**src/hw/rtl/sbdt_pkg.sv**
```systemverilog
`timescale 1ns / 1ps
// ----------------------------------------------------------------------------
// sbdt_pkg: shared types, codes and bitmap helpers
// Word types, operation and status codes, controller states and the
// orientation functions used by the table datapath.
// ----------------------------------------------------------------------------
package sbdt_pkg;

  localparam int TableEntries = 256;
  localparam int MaxSide      = 6;
  localparam int PlaneBits    = MaxSide * MaxSide;
  localparam int IdxBits      = $clog2(TableEntries);
  localparam int CntBits      = IdxBits + 1;
  localparam int SideBits     = 3;
  localparam int EntryBits    = 2 * PlaneBits + 2 * SideBits;

  typedef enum logic [1:0] {
    OP_INSERT = 2'd0,
    OP_APPEND = 2'd1,
    OP_READ   = 2'd2,
    OP_CLEAR  = 2'd3
  } op_t;

  typedef enum logic [2:0] {
    ST_STORED    = 3'd0,
    ST_DUPLICATE = 3'd1,
    ST_FULL      = 3'd2,
    ST_READ_OK   = 3'd3,
    ST_EMPTY     = 3'd4
  } status_t;

  typedef enum logic [2:0] {
    S_IDLE,
    S_SCAN,
    S_CHECK,
    S_READ,
    S_OUT
  } state_t;

  typedef struct packed {
    logic [1:0]           operation;
    logic [PlaneBits-1:0] wall_bits;
    logic [PlaneBits-1:0] stone_bits;
    logic [SideBits-1:0]  width;
    logic [SideBits-1:0]  height;
    logic [7:0]           read_index;
  } in_word_t;

  typedef struct packed {
    logic [2:0]           status;
    logic [7:0]           entry_index;
    logic [2:0]           orientation;
    logic [PlaneBits-1:0] wall_out;
    logic [PlaneBits-1:0] stone_out;
    logic [SideBits-1:0]  width_out;
    logic [SideBits-1:0]  height_out;
    logic [8:0]           entries_used;
  } out_word_t;

  typedef struct packed {
    logic [PlaneBits-1:0] wall;
    logic [PlaneBits-1:0] stone;
    logic [SideBits-1:0]  w;
    logic [SideBits-1:0]  h;
  } bitmap_t;

  // controller -> datapath
  typedef struct packed {
    logic load;       // capture input word
    logic scan_start; // reset scan index
    logic rd_issue;   // read entry at scan index
    logic rd_user;    // read entry at read_index
    logic scan_next;  // compare entry, advance scan index on a miss
    logic do_append;  // write entry, bump count
    logic do_clear;   // zero count
    logic set_result; // build output word
    logic [2:0] res;  // result status to build
  } cmd_t;

  // datapath -> controller
  typedef struct packed {
    logic scan_done;  // scan index reached count
    logic hit;        // stored entry matches some orientation
    logic full;       // count at capacity
    logic idx_ok;     // read index below count
    op_t  op;
  } stat_t;

  function automatic logic [SideBits-1:0] clamp_side(input logic [SideBits-1:0] v);
    clamp_side = (v > SideBits'(MaxSide)) ? SideBits'(MaxSide) : v;
  endfunction

  function automatic logic [PlaneBits-1:0] plane_clean(input logic [PlaneBits-1:0] p,
      input logic [SideBits-1:0] w, input logic [SideBits-1:0] h);
    logic [PlaneBits-1:0] o;
    o = '0;
    for (int y = 0; y < MaxSide; y++)
      for (int x = 0; x < MaxSide; x++)
        if (x < w && y < h) o[MaxSide*y+x] = p[MaxSide*y+x];
    plane_clean = o;
  endfunction

  function automatic logic [PlaneBits-1:0] plane_rotate(input logic [PlaneBits-1:0] p,
      input logic [SideBits-1:0] w, input logic [SideBits-1:0] h);
    logic [PlaneBits-1:0] o;
    o = '0;
    for (int x = 0; x < MaxSide; x++)
      for (int y = 0; y < MaxSide; y++)
        for (int n = 0; n < MaxSide; n++)
          if (x < w && y < h && n == h - 1 - y && p[MaxSide*y+x])
            o[MaxSide*x+n] = 1'b1;
    plane_rotate = o;
  endfunction

  function automatic logic [PlaneBits-1:0] plane_flip(input logic [PlaneBits-1:0] p,
      input logic [SideBits-1:0] h);
    logic [PlaneBits-1:0] o;
    o = '0;
    for (int y = 0; y < MaxSide; y++)
      for (int s = 0; s < MaxSide; s++)
        if (y < h && s == h - 1 - y)
          o[MaxSide*y +: MaxSide] = p[MaxSide*s +: MaxSide];
    plane_flip = o;
  endfunction

  function automatic bitmap_t bm_rotate(input bitmap_t b);
    bitmap_t r;
    r.wall  = plane_rotate(b.wall, b.w, b.h);
    r.stone = plane_rotate(b.stone, b.w, b.h);
    r.w     = b.h;
    r.h     = b.w;
    bm_rotate = r;
  endfunction

endpackage

```
**src/hw/rtl/sbdt_ctrl.sv**
```systemverilog
`timescale 1ns / 1ps
// ----------------------------------------------------------------------------
// sbdt_ctrl: operation sequencer
// Accepts a word, steps the datapath through scan, append, read or clear,
// and holds the result until it is taken.
// ----------------------------------------------------------------------------
module sbdt_ctrl (
  input  logic            clk,
  input  logic            rst,
  input  logic            in_valid,
  output logic            in_ready,
  output logic            out_valid,
  input  logic            out_ready,
  input  sbdt_pkg::stat_t stat,
  output sbdt_pkg::cmd_t  cmd
);

  sbdt_pkg::state_t state, state_next;
  logic [1:0]       warm, warm_next;
  logic             busy;
  logic             out_free;
  logic             emit;

  assign busy = (state != sbdt_pkg::S_IDLE) && (state != sbdt_pkg::S_OUT);

  // output register can take a new result this cycle
  assign out_free = !out_valid || out_ready;

  // S_OUT builds the result unless a valid read already did
  assign emit = !(stat.op == sbdt_pkg::OP_READ && stat.idx_ok);

  always_ff @(posedge clk) begin
    if (rst) begin
      state     <= sbdt_pkg::S_IDLE;
      warm      <= '0;
      out_valid <= 1'b0;
    end else begin
      state <= state_next;
      warm  <= warm_next;
      if (cmd.set_result) begin
        out_valid <= 1'b1;
      end else if (out_ready) begin
        out_valid <= 1'b0;
      end
    end
  end

  // output register frees when taken, so a new word may enter meanwhile
  assign in_ready = !busy && (!out_valid || out_ready || state == sbdt_pkg::S_IDLE)
                    && !(state == sbdt_pkg::S_OUT);

  always_comb begin
    state_next = state;
    warm_next  = warm;
    case (state)
      sbdt_pkg::S_IDLE: begin
        if (in_valid && in_ready) begin
          state_next = sbdt_pkg::S_CHECK;
          warm_next  = '0;
        end
      end
      sbdt_pkg::S_CHECK: begin
        // wait while the captured word passes through the orientation registers
        warm_next = warm + 1'b1;
        if (warm == 2'd2) begin
          case (stat.op)
            sbdt_pkg::OP_INSERT: state_next = sbdt_pkg::S_SCAN;
            sbdt_pkg::OP_READ:   state_next = stat.idx_ok ? sbdt_pkg::S_READ : sbdt_pkg::S_OUT;
            default:             state_next = sbdt_pkg::S_OUT;
          endcase
          warm_next = '0;
        end
      end
      sbdt_pkg::S_SCAN: begin
        warm_next = ~warm[0] ? 2'd1 : 2'd0;
        if (stat.hit || (stat.scan_done && !warm[0])) state_next = sbdt_pkg::S_OUT;
      end
      sbdt_pkg::S_READ: begin
        warm_next = warm + 1'b1;
        if (warm == 2'd1) begin
          // hold the read data until the output register is free
          warm_next = warm;
          if (out_free) state_next = sbdt_pkg::S_OUT;
        end
      end
      sbdt_pkg::S_OUT: begin
        if (!emit || out_free) state_next = sbdt_pkg::S_IDLE;
      end
      default: state_next = sbdt_pkg::S_IDLE;
    endcase
  end

  always_comb begin
    cmd = '0;
    case (state)
      sbdt_pkg::S_IDLE: begin
        cmd.load = in_valid && in_ready;
      end
      sbdt_pkg::S_CHECK: begin
        cmd.scan_start = 1'b1;
      end
      sbdt_pkg::S_SCAN: begin
        // even phase: issue read; odd phase: compare registered data
        cmd.rd_issue  = !warm[0];
        cmd.scan_next = warm[0] && !stat.hit;
      end
      sbdt_pkg::S_READ: begin
        cmd.rd_user = 1'b1;
        if (warm == 2'd1 && out_free) begin
          cmd.set_result = 1'b1;
          cmd.res        = sbdt_pkg::ST_READ_OK;
        end
      end
      sbdt_pkg::S_OUT: begin
        if (emit && out_free) begin
          cmd.set_result = 1'b1;
          case (stat.op)
            sbdt_pkg::OP_INSERT, sbdt_pkg::OP_APPEND: begin
              if (stat.hit) begin
                cmd.res = sbdt_pkg::ST_DUPLICATE;
              end else if (stat.full) begin
                cmd.res = sbdt_pkg::ST_FULL;
              end else begin
                cmd.res       = sbdt_pkg::ST_STORED;
                cmd.do_append = 1'b1;
              end
            end
            sbdt_pkg::OP_CLEAR: begin
              cmd.res      = sbdt_pkg::ST_EMPTY;
              cmd.do_clear = 1'b1;
            end
            default: cmd.res = sbdt_pkg::ST_EMPTY;
          endcase
        end
      end
      default: begin
      end
    endcase
  end

endmodule

```
**config.mk**
```make
export PLATFORM = sky130hd
export DESIGN_NAME = sbdt_ctrl
export DESIGN_NICKNAME = d
export VERILOG_FILES = /design/src/hw/rtl/sbdt_pkg.sv /design/src/hw/rtl/sbdt_ctrl.sv
export SDC_FILE = /design/constraint.sdc
export NUM_CORES = 1
export LEC_CHECK = 0
export BUFFER_PORTS_ARGS = -buffer_cell sky130_fd_sc_hd__buf_2
export CORE_AREA = 4 4 41 43
export CTS_BUF_LIST = sky130_fd_sc_hd__clkbuf_4 sky130_fd_sc_hd__clkbuf_8
export DETAILED_ROUTE_END_ITERATION = 7
export DIE_AREA = 0 0 45 47
export PLACE_DENSITY = 0.78
export SYNTH_ARGS = -nofsm -noshare
export SYNTH_HDL_FRONTEND = slang
export SYNTH_SLANG_ARGS = --single-unit
```
**constraint.sdc**
```tcl
create_clock -name clk -period 1.87 [get_ports clk]
set_clock_uncertainty 0.2 [all_clocks]
set_input_delay 0.187 -clock clk [delete_from_list [all_inputs] [get_ports clk]]
set_output_delay 0.187 -clock clk [all_outputs]
set_load 0.05 [all_outputs]
```
==> run summary <==
## Timing
• **Final WS setup** -0.04521 ns
• **relative max-transition margin** 79.39%
• **hold violation count in the final report** 0
• **unrepaired setup endpoints after global routing** true
• **post-route fraction of the period consumed by the critical path** 102.4%
• **Pins Over Slew Limit** 0
• **final number of setup-violating endpoints** 2
• **Max Freq** 522.1 MHz
• **post-layout min period** 1.915 ns
• **transition time at the pin with the least slew margin** 0.3014 ns

## Yosys
• **synthesized instance count** 65
• **dominant synthesized flop cell** sky130_fd_sc_hd__dfxtp_1
• **area of the mapped netlist** 525.5 um2
• **FF+latch count, synth** 6
• **Net Count, Synth** 78
• **number of distinct library cells after synthesis** 35
• **fraction of synthesis flops using an asynchronous set or reset pin** 0%
• **fraction of the yosys area taken by sequential cells** 22.86%
• **number of warnings reported in the yosys synthesis log** 0
• **Mapped Avg Cell Area** 8.085 um2
• **number of enable flip-flop cells after synthesis** 0

## Worst setup path
• **Worst EP arrival** 1.53 ns
• **critical path peak fanout** 3
• **R2R Setup Slk** 0.08 ns
• **worst reg2reg path endpoint** state[1]
• **kind of start point of the critical path** register
• **worst reg2reg startpoint** warm[1]
• **start-to-end type of the worst setup path** register to output port
• **sort of element at the end of the critical path** output port
• **number of cells traversed by the worst register-to-register path** 6
• **data required time at the worst endpoint** 1.48 ns
• **Critical Path Start** state[1]
• **endpoint of the worst setup timing path** cmd[1]

## Final layout
• **proportion of layout cells with a drive suffix above 1** 62.63%
• **final-layout fill cell count** 99
• **non-filler instance count after layout** 114
• **leading cell types in the layout, fill and taps excluded** sky130_fd_sc_hd__buf_2, sky130_fd_sc_hd__buf_4, sky130_fd_sc_hd__buf_6
• **count of antenna diodes in the layout** 0
• **signed area change from the synthesized netlist to the final layout** 76.90%
• **number of nets in the layout** 113

## Power and ir drop
• **worst vdd ir** 671.8 uV
• **Power Dens Cells** 1123 nW/um2
• **Leak** 0.4209 nW
• **power after layout** 1.044 mW

## Placement
• **GP Congestion** 0.7999
• **Port Buffers** 22
• **number of cells in the design after placement** 107
• **Detail Placement HPWL** 1206 um

## Detailed routing
• **count of unresolved DRC violations after routing** 0
• **vias** 627
• **wire length per cell** 15.73 um
• **post-detailed-route via-to-cell ratio** 5.500
• **Initial DRT Pass Iterations** 4
• **antenna viol nets, final** 0
• **initial drt markers** 8
• **final routed wirelength across all metal layers** 1793 um

## GRT
• **global-route wire length before repair** 2856 um
• **via count of the first global-routing pass** 630
• **number of antenna violations at the first check in global routing** 0
• **global-route congestion overflow total** 0
• **overall track demand over capacity in global routing** 18.28%
• **maximum number of pins on one net before global-route repair** 11

## Clock network
• **cts-stage hold buffer count** 0
• **Clock transition at path regs** 0.05 ns
• **H-tree depth reported by CTS** 1
• **Clock Latency Late Sink** 0.25 ns
• **number of buffers created by CTS** 3
• **root buffer cell** sky130_fd_sc_hd__clkbuf_4
• **clock tree from TritonCTS** yes
• **count of clock tree sinks** 6
• **largest buffer count on any clock path** 2

## Floorplan
• **effective utilization at floorplan** 40.38%
• **Die ar.** 2115 um2
• **Die Span Y** 47 um
• **Core Rows** 13
• **core area** 1301 um2
• **I/O pins** 23
• **Horiz. Die Dim** 45 um

## Job
• **Max-Cap Viols** 0

## Status
• **violated checks** negative setup slack
• **outcome** finished with violations

## Hold path
• **Hold Crit Class** input port to register

-- area by class of cell --
| class | count | area, um2 | share of cell area, % |
|---|---|---|---|
| multi-input cells | 50 | 488.0 | 52.49 |
| repair buffers | 34 | 246.5 | 26.51 |
| clock buffers | 4 | 30.03 | 3.230 |
| flip-flops and latches | 6 | 127.6 | 13.73 |
| well taps | 15 | 18.77 | 2.019 |
| inverters | 5 | 18.77 | 2.019 |
-- worst max-delay path, cell delays in order (launching register included) --
cell	delay, ns
sky130_fd_sc_hd__dfxtp_2	0.34
sky130_fd_sc_hd__nor2_4	0.12
sky130_fd_sc_hd__nand4_1	0.20
sky130_fd_sc_hd__buf_4	0.21
sky130_fd_sc_hd__o41ai_4	0.21
sky130_fd_sc_hd__buf_6	0.20
-- cells by family (layout without fill, tap and decap cells) --
kind of cell	count (synthesis)	in the layout	synth area share [%]
adders and majority gates	3	3	7.144
buffers and inverters	9	43	8.093
and+or+nand+nor	30	30	35.24
muxes	3	3	5.952
AOI/OAI and AO/OA	14	14	20.72
DFF	6	6	22.86
-- layer usage --
layer | part of all wire [%] | up-vias | GRT usage (%)
met1 | 40 | 294 | 22.37
met4 | 0.67 | 0 | 4.678
met2 | 55 | 21 | 32.49
met5 | 0 | - | 0
li1 | - | 310 | -
met3 | 4.9 | 2 | 3.831
-- Yosys cell counts (2+ instances only) --
master | instances | area, um2
sky130_fd_sc_hd__and2_1 | 3 | 18.77
sky130_fd_sc_hd__nand2_1 | 2 | 7.510
sky130_fd_sc_hd__nand3_1 | 2 | 10.01
sky130_fd_sc_hd__mux2i_1 | 2 | 20.02
sky130_fd_sc_hd__a21oi_1 | 2 | 10.01
sky130_fd_sc_hd__dfxtp_1 | 6 | 120.1
sky130_fd_sc_hd__ha_1 | 3 | 37.54
sky130_fd_sc_hd__nor2b_1 | 5 | 31.28
sky130_fd_sc_hd__inv_1 | 5 | 18.77
sky130_fd_sc_hd__a221oi_1 | 2 | 17.52
sky130_fd_sc_hd__nor2_1 | 5 | 18.77
sky130_fd_sc_hd__nor3_1 | 2 | 10.01
sky130_fd_sc_hd__buf_4 | 2 | 15.01
sky130_fd_sc_hd__nand2b_1 | 2 | 12.51
sky130_fd_sc_hd__nand4_1 | 2 | 12.51
-- flip-flops by register name, indices dropped and copies added (netlist names) --
register   count
out_valid      1
state          3
warm           2
-- report_power, final --
part | switching [mW] | internal (mW) | total (mW)
Sequential | 0.0313 | 0.162 | 0.193
Clock | 0.0538 | 0.0958 | 0.150
Combinational | 0.403 | 0.298 | 0.701
Total | 0.488 | 0.556 | 1.04
-- repair_timing --
| action | CTS | global route |
|---|---|---|
| pin swaps | 4 | 3 |
| endpoints found under the setup margin | 7 | 11 |
| gates resized for setup | 17 | 13 |
| endpoints found under the hold margin | 0 | 0 |
| setup buffers | 2 | 1 |
-- stage by stage --
step	hold WS, ns	setup WS, ns	cell area (um2)	util, %	TNS [ns]
CTS	0.01218	-0.008875	880.8	67.69	-0.008875
floorplan	0.1625	-0.2715	618.1	-	-0.9296
global route	0.02414	-0.1401	929.6	71.44	-0.4496
detailed placement	0.2679	-0.002119	780.7	60.00	-0.002119
finish	0.01713	-0.04521	929.6	71.44	-0.05014
global placement	0.2650	0.01635	780.7	60.00	0
-- how the worst min path moves through the flow --
| stage | startpoint | end | slack, ns | cells after the start |
|---|---|---|---|---|
| after floorplan | stat[0] | state[0] | 0.16 | 2 |
| after global placement | rst | out_valid | 0.27 | 2 |
| after detailed placement | rst | out_valid | 0.27 | 2 |
| after CTS | rst | out_valid | 0.01 | 2 |
| after global routing | rst | out_valid | 0.02 | 2 |
| final | rst | out_valid | 0.02 | 2 |
Power figures use the tool's default switching activity.
